--- src/rtl/speed_pi_lowpass_loop_unit_assert.svh ---
// ----------------------------------------------------------------------------
// Speed loop assertion macros
// Shared property wrappers for the speed loop checks.
// ----------------------------------------------------------------------------
`ifndef SPEED_PI_LOWPASS_LOOP_UNIT_ASSERT_SVH
`define SPEED_PI_LOWPASS_LOOP_UNIT_ASSERT_SVH

// Same-cycle implication, disabled while reset is high.
`define SPLL_ASSERT_NOW(label, clk, rst, ante, cons) \
  label: assert property (@(posedge clk) disable iff (rst) (ante) |-> (cons)) \
    else $error("speed loop assertion failed");

// Next-cycle implication, disabled while reset is high.
`define SPLL_ASSERT_NEXT(label, clk, rst, ante, cons) \
  label: assert property (@(posedge clk) disable iff (rst) (ante) |=> (cons)) \
    else $error("speed loop assertion failed");

`endif

--- src/rtl/spll_pkg.sv ---
// ----------------------------------------------------------------------------
// Speed loop package
// Widths, sequencer states, register indexes and multiplier control type.
// ----------------------------------------------------------------------------
`default_nettype none

package spll_pkg;

  localparam int SPD_W   = 16;
  localparam int ERR_W   = 25;
  localparam int OPA_W   = 17;
  localparam int PROD_W  = OPA_W + ERR_W;
  localparam int ACC_W   = PROD_W + 1;
  localparam int ALPHA_W = 9;
  localparam int IDX_W   = 3;

  localparam logic [IDX_W-1:0] REG_SETPOINT  = 3'd0;
  localparam logic [IDX_W-1:0] REG_PROP_GAIN = 3'd1;
  localparam logic [IDX_W-1:0] REG_INTEG_GAIN = 3'd2;
  localparam logic [IDX_W-1:0] REG_INTEG_LIM = 3'd3;
  localparam logic [IDX_W-1:0] REG_ALPHA     = 3'd4;

  localparam logic [ALPHA_W-1:0] ALPHA_ONE   = 9'd256;
  localparam logic [ALPHA_W-1:0] ALPHA_RESET = 9'd179;
  localparam logic [SPD_W-1:0]   LIMIT_RESET = 16'd10000;

  typedef enum logic [6:0] {
    ST_IDLE  = 7'b0000001,
    ST_MUL_A = 7'b0000010,
    ST_MUL_B = 7'b0000100,
    ST_FILT  = 7'b0001000,
    ST_MUL_P = 7'b0010000,
    ST_MUL_I = 7'b0100000,
    ST_DONE  = 7'b1000000
  } state_t;

  typedef struct packed {
    logic clear;
    logic en;
  } mac_ctrl_t;

endpackage

`default_nettype wire

--- src/rtl/spll_mac.sv ---
// ----------------------------------------------------------------------------
// Speed loop multiply-accumulate unit
// One signed multiplier feeding a registered accumulator, shared by all multiply steps.
// ----------------------------------------------------------------------------
`default_nettype none

module spll_mac (
  input  wire logic                                clk,
  input  wire spll_pkg::mac_ctrl_t                 ctrl,
  input  wire logic signed [spll_pkg::OPA_W-1:0]   op_a,
  input  wire logic signed [spll_pkg::ERR_W-1:0]   op_b,
  output logic signed [spll_pkg::ACC_W-1:0]        acc
);

  logic signed [spll_pkg::PROD_W-1:0] prod;
  logic signed [spll_pkg::ACC_W-1:0]  acc_next;

  always_comb begin
    prod     = op_a * op_b;
    acc_next = (ctrl.clear ? '0 : acc) + {prod[spll_pkg::PROD_W-1], prod};
  end

  always_ff @(posedge clk) begin
    if (ctrl.en) begin
      acc <= acc_next;
    end
  end

endmodule

`default_nettype wire

--- src/rtl/speed_pi_lowpass_loop_unit.sv ---
// ----------------------------------------------------------------------------
// Speed PI loop with low-pass error filter and clamped integral
// An input transfer runs MUL_A, MUL_B, FILT, MUL_P, MUL_I and DONE in order,
// with four multiplier passes; DONE can stall, and s_tready is high only in IDLE.
// Reset (rst, synchronous): registers to defaults, filter and integral to zero.
// ----------------------------------------------------------------------------
`default_nettype none

module speed_pi_lowpass_loop_unit (
  input  wire logic        clk,
  input  wire logic        rst,
  input  wire logic        s_tvalid,
  output logic             s_tready,
  input  wire logic [31:0] s_tdata,   // speed_left[15:0], speed_right[31:16]
  output logic             m_tvalid,
  input  wire logic        m_tready,
  output logic [31:0]      m_tdata,   // drive[31:0]
  output logic             m_tuser,   // integral_clamped[0]
  input  wire logic        cfg_valid,
  output logic             cfg_ready,
  input  wire logic [2:0]  cfg_index,
  input  wire logic [15:0] cfg_data
);

`include "speed_pi_lowpass_loop_unit_assert.svh"

  spll_pkg::state_t state, state_next;

  logic signed [15:0] speed_setpoint;
  logic signed [15:0] prop_gain;
  logic signed [15:0] integ_gain;
  logic        [15:0] integral_limit;
  logic        [8:0]  filter_alpha;

  logic signed [spll_pkg::ERR_W-1:0] err;
  logic signed [spll_pkg::ERR_W-1:0] filtered_error;
  logic signed [spll_pkg::ERR_W-1:0] error_integral;
  logic                              clamped;

  logic signed [16:0]                lr_sum;
  logic signed [25:0]                err_calc;
  logic        [8:0]                 alpha_sat;
  logic        [8:0]                 alpha_cmp;
  logic signed [spll_pkg::ERR_W-1:0] filt_new;
  logic signed [25:0]                integ_sum;
  logic signed [25:0]                lim_pos;
  logic signed [25:0]                lim_neg;
  logic signed [spll_pkg::ERR_W-1:0] integ_next;
  logic                              clamp_next;
  logic                              load_out;

  spll_pkg::mac_ctrl_t                mac_ctrl;
  logic signed [spll_pkg::OPA_W-1:0]  mac_a;
  logic signed [spll_pkg::ERR_W-1:0]  mac_b;
  logic signed [spll_pkg::ACC_W-1:0]  acc;

  assign cfg_ready = 1'b1;
  assign s_tready  = (state == spll_pkg::ST_IDLE);
  assign load_out  = (state == spll_pkg::ST_DONE) && (!m_tvalid || m_tready);

  always_comb begin
    lr_sum    = {s_tdata[15], s_tdata[15:0]} + {s_tdata[31], s_tdata[31:16]};
    err_calc  = {{2{speed_setpoint[15]}}, speed_setpoint, 8'b0}
              - {{2{lr_sum[16]}}, lr_sum, 7'b0};
    alpha_sat = (filter_alpha > spll_pkg::ALPHA_ONE) ? spll_pkg::ALPHA_ONE : filter_alpha;
    alpha_cmp = spll_pkg::ALPHA_ONE - alpha_sat;
    filt_new  = acc[32:8];
    integ_sum = {error_integral[spll_pkg::ERR_W-1], error_integral}
              + {filt_new[spll_pkg::ERR_W-1], filt_new};
    lim_pos   = {2'b00, integral_limit, 8'b0};
    lim_neg   = -lim_pos;
    if (integ_sum > lim_pos) begin
      integ_next = lim_pos[spll_pkg::ERR_W-1:0];
      clamp_next = 1'b1;
    end else if (integ_sum < lim_neg) begin
      integ_next = lim_neg[spll_pkg::ERR_W-1:0];
      clamp_next = 1'b1;
    end else begin
      integ_next = integ_sum[spll_pkg::ERR_W-1:0];
      clamp_next = 1'b0;
    end
  end

  always_comb begin
    state_next     = state;
    mac_ctrl.clear = 1'b0;
    mac_ctrl.en    = 1'b0;
    mac_a          = '0;
    mac_b          = '0;
    case (state)
      spll_pkg::ST_IDLE: begin
        if (s_tvalid) begin
          state_next = spll_pkg::ST_MUL_A;
        end
      end
      spll_pkg::ST_MUL_A: begin
        mac_ctrl.clear = 1'b1;
        mac_ctrl.en    = 1'b1;
        mac_a          = {8'b0, alpha_sat};
        mac_b          = err;
        state_next     = spll_pkg::ST_MUL_B;
      end
      spll_pkg::ST_MUL_B: begin
        mac_ctrl.en = 1'b1;
        mac_a       = {8'b0, alpha_cmp};
        mac_b       = filtered_error;
        state_next  = spll_pkg::ST_FILT;
      end
      spll_pkg::ST_FILT: begin
        state_next = spll_pkg::ST_MUL_P;
      end
      spll_pkg::ST_MUL_P: begin
        mac_ctrl.clear = 1'b1;
        mac_ctrl.en    = 1'b1;
        mac_a          = {prop_gain[15], prop_gain};
        mac_b          = filtered_error;
        state_next     = spll_pkg::ST_MUL_I;
      end
      spll_pkg::ST_MUL_I: begin
        mac_ctrl.en = 1'b1;
        mac_a       = {integ_gain[15], integ_gain};
        mac_b       = error_integral;
        state_next  = spll_pkg::ST_DONE;
      end
      spll_pkg::ST_DONE: begin
        if (!m_tvalid || m_tready) begin
          state_next = spll_pkg::ST_IDLE;
        end
      end
      default: begin
        state_next = spll_pkg::ST_IDLE;
      end
    endcase
  end

  spll_mac u_mac (
    .clk  (clk),
    .ctrl (mac_ctrl),
    .op_a (mac_a),
    .op_b (mac_b),
    .acc  (acc)
  );

  always_ff @(posedge clk) begin
    if (rst) begin
      state          <= spll_pkg::ST_IDLE;
      speed_setpoint <= '0;
      prop_gain      <= '0;
      integ_gain     <= '0;
      integral_limit <= spll_pkg::LIMIT_RESET;
      filter_alpha   <= spll_pkg::ALPHA_RESET;
      filtered_error <= '0;
      error_integral <= '0;
      m_tvalid       <= 1'b0;
    end else begin
      state <= state_next;
      if (cfg_valid) begin
        case (cfg_index)
          spll_pkg::REG_SETPOINT:   speed_setpoint <= cfg_data;
          spll_pkg::REG_PROP_GAIN:  prop_gain      <= cfg_data;
          spll_pkg::REG_INTEG_GAIN: integ_gain     <= cfg_data;
          spll_pkg::REG_INTEG_LIM:  integral_limit <= cfg_data;
          spll_pkg::REG_ALPHA:      filter_alpha   <= cfg_data[8:0];
          default: begin
          end
        endcase
      end
      if (state == spll_pkg::ST_FILT) begin
        filtered_error <= filt_new;
        error_integral <= integ_next;
      end
      if (load_out) begin
        m_tvalid <= 1'b1;
      end else if (m_tready) begin
        m_tvalid <= 1'b0;
      end
    end
  end

  // The drive sum stays far inside 32 bits, so the floor shift never saturates.
  always_ff @(posedge clk) begin
    if (s_tvalid && s_tready) begin
      err <= err_calc[spll_pkg::ERR_W-1:0];
    end
    if (state == spll_pkg::ST_FILT) begin
      clamped <= clamp_next;
    end
    if (load_out) begin
      m_tdata <= {{5{acc[spll_pkg::ACC_W-1]}}, acc[spll_pkg::ACC_W-1:16]};
      m_tuser <= clamped;
    end
  end

  `SPLL_ASSERT_NEXT(a_accept_starts, clk, rst, s_tvalid && s_tready,
                    state == spll_pkg::ST_MUL_A && !s_tready)
  `SPLL_ASSERT_NEXT(a_done_loads_out, clk, rst, load_out, m_tvalid)
  `SPLL_ASSERT_NEXT(a_clamp_at_limit, clk, rst,
                    state == spll_pkg::ST_FILT && clamp_next,
                    error_integral == $past(lim_pos[spll_pkg::ERR_W-1:0]) ||
                    error_integral == $past(lim_neg[spll_pkg::ERR_W-1:0]))

endmodule

`default_nettype wire
--- config.mk ---
export PLATFORM = sky130hd
export DESIGN_NAME = speed_pi_lowpass_loop_unit
export DESIGN_NICKNAME = d
export VERILOG_FILES = /design/src/rtl/spll_pkg.sv /design/src/rtl/spll_mac.sv /design/src/rtl/speed_pi_lowpass_loop_unit.sv
export VERILOG_INCLUDE_DIRS = /design/src /design/src/rtl
export SDC_FILE = /design/constraint.sdc
export NUM_CORES = 2
export LEC_CHECK = 0
export BUFFER_PORTS_ARGS = -buffer_cell sky130_fd_sc_hd__buf_2
export CORE_ASPECT_RATIO = 0.9
export CORE_MARGIN = 10
export CORE_UTILIZATION = 35
export DETAILED_ROUTE_END_ITERATION = 10
export GPL_TIMING_DRIVEN = 0
export PLACE_DENSITY = 0.49
export SLEW_MARGIN = 25
export SYNTH_ARGS = -nofsm -noshare
export SYNTH_HDL_FRONTEND = slang
export SYNTH_SLANG_ARGS = --single-unit
--- constraint.sdc ---
create_clock -name clk -period 20.9 [get_ports clk]
set_input_delay 0 -clock clk [delete_from_list [all_inputs] [get_ports clk]]
set_output_delay 0 -clock clk [all_outputs]
set_load 0.01 [all_outputs]
* Word level (Yosys, flattened, before mapping) *
Index checks and enable logic that the tools add are counted.

operators by class
  add/sub/neg operators = 6
  multipliers = 1
  $lt $le $gt $ge = 3
  eq/ne operators = 13
  mux-type cells = 14
  reduce and logical (&&, ||, !) cells = 15

operator list
  cell                                                  count
  case mux 25 bit (3 select lines)                      1
  case mux 17 bit (4 select lines)                      1
  2-to-1 mux 25 bit                                     2
  case mux 7 bit (7 select lines)                       1
  adder 43 bit                                          1
  2-to-1 mux 43 bit                                     1
  multiplier 17 x 25 -> 42 bit                          1
  adder 25 x 25 -> 26 bit                               1
  greater-than comparator 26 x 25 -> 1 bit              1
  < comparator 26 bit                                   1
  negation 24 -> 26 bit                                 1
  subtractor 24 x 24 -> 25 bit                          1
  adder 16 x 16 -> 17 bit                               1
  2-to-1 mux 7 bit                                      2
  AND reduction 2 bit                                   6
  greater-than comparator 9 bit, second input constant  1
  2-to-1 mux 9 bit                                      1
  subtractor 9 bit, first input constant                1
  equality test 7 x 1 -> 1 bit, second input constant   1
  equality test 7 x 2 -> 1 bit, second input constant   1
  equality test 7 x 3 -> 1 bit, second input constant   1
  equality test 7 x 4 -> 1 bit, second input constant   1
  equality test 7 x 5 -> 1 bit, second input constant   1
  equality test 7 x 6 -> 1 bit, second input constant   1
  other kinds (14)                                      21

storage, ports and cells
  flip-flop bits (word level) = 228
  input bits = 56
  output and inout port bits = 36
  word-level logic and storage cells = 66

* Longest topological paths before layout *
  depth after elaboration = 6
  mapped depth = 43
  depth with buffers taken out = 41

* By module *
Synthesis repeated with hierarchy kept, for this count alone.

second synthesis, totals
  cells, all modules = 3431
  area total of the unflattened synthesis = 30227.7 sq um

by module, submodules not included
  module                      instances  cells an instance  area an instance (sq um)  seq. area each (sq um)
  spll_mac                    1          2108               19120.8                   1291.2
  speed_pi_lowpass_loop_unit  1          1323               11106.9                   4033.9

* Worst setup path before layout *
No wires, ideal clock.

  kind = flip-flop to flip-flop
  from = register state[6]
  to = register u_mac.acc[42] (netlist name) (data pin)
  setup time = 0.258 ns
  arrival = 9.138 ns
  slack = 11.504 ns
  cell stages (with the launch flop) = 38
  buffers on the path = 3
  clock period less this slack = 9.396 ns
  cell sequence = dfxtp_1 or3_1 or3_1 nor3b_1 buf_2 buf_2 a22oi_1 o211ai_1 buf_2 nand2_1 fa_1 inv_1 fa_1 fa_1 fa_1 fa_1 inv_1 fa_1 (+2 left out) or2_2 o311a_1 o2111a_1 o21ai_0 o21ai_0 a21o_1 and3_1 nor2_1 xnor2_1 ha_1 a21o_1 a21o_1 a21oi_1 o21ai_0 a211oi_1 o21ai_0 a211o_1 xnor2_1

between the ends
  cells in the longest elaborated chain, start to end = 5

RTL lines
  item                                                                  line                               RTL
  from (decl)                                                           speed_pi_lowpass_loop_unit.sv:27   spll_pkg::state_t state, state_next;
  from (signal assigned)                                                speed_pi_lowpass_loop_unit.sv:146  state <= spll_pkg::ST_IDLE;
  from (signal assigned)                                                speed_pi_lowpass_loop_unit.sv:156  state <= state_next;
  equality test 7 x 5 -> 1 bit, or another cell as far along            speed_pi_lowpass_loop_unit.sv:90   case (state)
  OR reduction 2 bit (no line)                                          -
  case mux 25 bit (3 select lines) or 2-to-1 mux 1 bit (tied branches)  speed_pi_lowpass_loop_unit.sv:90
  multiplier 17 x 25 -> 42 bit or 2-to-1 mux 43 bit (tied branches)     spll_mac.sv:19, spll_mac.sv:20
  adder 43 bit *                                                        spll_mac.sv:20                     acc_next = (ctrl.clear ? '0 : acc) + {prod[spll_pkg::PROD_W-1], prod};
  named net u_mac.acc_next (one bit)                                    spll_mac.sv:16                     logic signed [spll_pkg::ACC_W-1:0] acc_next;
  to (signal assigned)                                                  spll_mac.sv:25                     acc <= acc_next;
  to (decl)                                                             spll_mac.sv:12                     output logic signed [spll_pkg::ACC_W-1:0] acc

The timed path passes the listed nets; every way through them passes the cells marked *.
A chain may end at the register's enable or synchronous reset.

* Final worst setup path *
Same ends and word-level chain as after synthesis.

==> results.cfg <==
[grt]
number_of_global_route_vias_before_repair = 24700
grt_max_degree = 24
grt.total_usage_pct = 20.7
grt_pass1_wl_um = 155000
grt-ovfl-total = 0
initial_antenna_violation_count = 9

[sta]
final.period_utilization_pct = 57.4
setup-tns-final_ns = 0
worst_hold_margin_ns = 0.0501
slew-limit-headroom_pct = 28.0
grt_setup_unrepaired = false
fin_skew_ns = 0.0167
setup-violations-final = 0
final.min_clock_period_ns = 11.99
worst_slack_ns = 8.91
max_freq_mhz = 83.4
slew_viol_final = 0
final_hold_viol_count = 0
max_slew.worst_pin.slew_ns = 1.08

[logic_synthesis]
post_synth_instance_area_mm2 = 0.0300
post-synth-top-count-cell = inv_1
yosysSeqAreaShare_pct = 17.8
largest_family_of_logic_cells_by_synthesized_area = adder cells
synth_simple_gate_area_share_pct = 17.0
ys_seq_elements = 221
synth_xor_area_share_pct = 4.12
synthesis.nets = 4231
synth_async_sr_flop_share_pct = 0
yosys_warnings = 0
netlist_top_cells_area = fa_1, ha_1, edfxtp_1
yosysTopAreaCell = fa_1
synthMuxAreaShare_pct = 0.501
synth_cell_types = 90
synth_edf_count = 90
postSynthCellCount = 3509
synth_top_area_share_pct = 28.1
synth_area_per_cell_um2 = 8.55
synth_top_flop_cell = dfxtp_1
synth-adder-area-share_pct = 38.3
top_post_synthesis_cells_by_count = inv_1, nand2_1, fa_1
synth-compound-area-share_pct = 12.8

[worst_setup_path]
maximum_cell_stage_delay_along_the_critical_path_ns = 0.59
timing.critical_path.slowest_stage_cell = a22o_1
setup.worst_path.end_class = flip-flop
start_kind = flip-flop
cpLargestDelayFamily = adder cells
path_max_fanout = 10
worst-path-buf-inv = 8
worst-setup-path-type = reg -> reg
worst-endpoint-arrival_ns = 12.30
cpMostUsedCell = fa_1
worst_ep_required_time_ns = 21.22

[die]
initial_util_pct = 35.4
rows = 101
floorplan.die_area_mm2 = 0.0978
die-height_um = 298
chipWidth_um = 329
placeableCoreArea_mm2 = 0.0847
ios = 92

[cts]
tritoncts.num_buffers = 25
clock_sinks = 221
cts_resized = 0
clk-insertion-delay-late_ns = 0.58
cts.htree.levels = 1
cts_tree = done
clkSlewWorstSetupHoldPaths_ns = 0.07
cts_root_buffer = clkbuf_16
cts_max_path_buffers = 3

[placement]
dp_hpwl_um = 83300
pre_cts_slack_ns = 9.09
placement.cell_area_mm2 = 0.0322
io_buffers = 90
gp_congestion = 0.902

[routing]
detail_route.first_pass.iterations = 5
routed_wire_length_per_instance_um = 21.0
vias = 24500
drt-total-wl_um = 101000
drc = 0
route.antenna.remaining_nets = 0
dr.first_iter.drc_count = 1898
avgViaCountPerCell = 5.08

[pwr]
leakage_nw = 15.1
power_density_mw_per_mm2 = 34.7
peakVddDrop_uv = 52.9

[cells_and_area]
final_util_pct = 39.3
growth_of_design_area_from_synthesis_to_finish_pct = 11.0
final_net_count = 4389
drive_above_1_share_pct = 6.46
fin_area_mm2 = 0.0333
filler_instances = 8884

[status]
result_of_the_run = complete, no violations

[job]
max_cap_viol_count = 0

[worst_hold_path]
hold_class = in -> reg
## tightest hold or removal path: stages
cell	delay, ns
buf_2	0.12
nand3_1	0.30
nand2_1	0.09
nand3b_1	0.07
## where the power goes
part / switching, mW / internal [mW] / leakage (nW)
combinational: 0.113 / 0.0661 / 12.8
sequential: 0.0199 / 0.468 / 1.88
clock: 0.204 / 0.283 / 0.439
total: 0.337 / 0.817 / 15.1
## worst paths after layout
kind | startpoint | to | slack [ns] | cells after the start
max | state[6] | u_mac.acc[42] | 8.91 | 38
min | cfg_index[2] | filter_alpha[4] | 0.05 | 4
max reg2reg | state[6] | u_mac.acc[42] | 8.91 | 38
min reg2reg | clamped | m_tuser | 0.43 | 0
## kinds of logic (layout without fill, tap and decap cells)
kind of cell,after synthesis,count (layout)
XOR/XNOR,141,141
AO/OA/AOI/OAI,571,571
flip-flops,221,221
buffers and inverters,745,922
adder cells (fa/ha/maj),666,666
multiplexers,14,14
AND/OR/NAND/NOR,1150,1150
other,1,2
## registers in the layout, indices dropped and copies added, names as in the netlist
signal / flops
clamped: 1
err: 18
error_integral: 25
filter_alpha: 9
filtered_error: 25
integ_gain: 16
integral_limit: 16
m_tdata: 27
m_tuser: 1
m_tvalid: 1
prop_gain: 16
speed_setpoint: 16
state: 7
u_mac.acc: 43
## layout by cell type (no fill, tap or decap), types with 17 or more instances in the layout
| cell type | synthesis | final |
|---|---|---|
| o21ai_0 | 76 | 76 |
| xnor2_1 | 103 | 103 |
| ha_1 | 245 | 245 |
| inv_1 | 615 | 615 |
| and2_1 | 67 | 67 |
| nand3_1 | 42 | 42 |
| o21a_1 | 26 | 26 |
| xor2_1 | 38 | 38 |
| edfxtp_1 | 90 | 90 |
| nand2_1 | 498 | 498 |
| buf_2 | 25 | 118 |
| a21o_1 | 55 | 55 |
| a22oi_1 | 35 | 35 |
| nor2b_1 | 28 | 27 |
| nand3b_1 | 18 | 18 |
| clkbuf_16 | 0 | 26 |
| fa_1 | 421 | 421 |
| nor3_1 | 35 | 35 |
| dlygate4sd3_1 | 0 | 22 |
| nand2b_1 | 25 | 25 |
| nand4_1 | 17 | 17 |
| a21oi_1 | 202 | 202 |
| clkbuf_1 | 92 | 94 |
| nor2_1 | 340 | 339 |
| and3_1 | 18 | 18 |
| dfxtp_1 | 131 | 131 |
## layout make-up
cell class | instances | area, um^2 | area share (%)
sequential | 221 | 5330 | 16.0
inverter | 616 | 2310 | 6.95
tap | 1133 | 1420 | 4.26
buffer | 129 | 552 | 1.66
timing repair buffer | 131 | 868 | 2.61
antenna | 1 | 2.50 | 0.00752
clock buffer | 29 | 672 | 2.02
clock inverter | 17 | 210 | 0.631
multi-input combinational | 2543 | 21900 | 65.9
## metrics by stage
stage | instances | total power [mW]
3_3_place_gp | 4732 | 0.667
4_1_cts | 4816 | 1.16
5_1_grt | 4819 | 1.20
6_report | 4820 | 1.15
2_1_floorplan | 3509 | 0.596
3_5_place_dp | 4748 | 0.669
## timing repair
action | CTS | global route
buffers inserted | 0 | 0
hold buffers | 22 | 0
hold endpoints to repair | 77 | 0
setup endpoints to repair | 0 | 0
## routing by layer
layer / vias up / GRT usage (%) / part of all wire [%]
li1: 11600 / - / -
met1: 12100 / 30.0 / 47
met2: 729 / 31.4 / 43
met3: 100 / 4.56 / 7.6
met4: 0 / 3.68 / 1.8
met5: - / 0 / 0
Note: power is estimated with default switching activity, not from simulation.
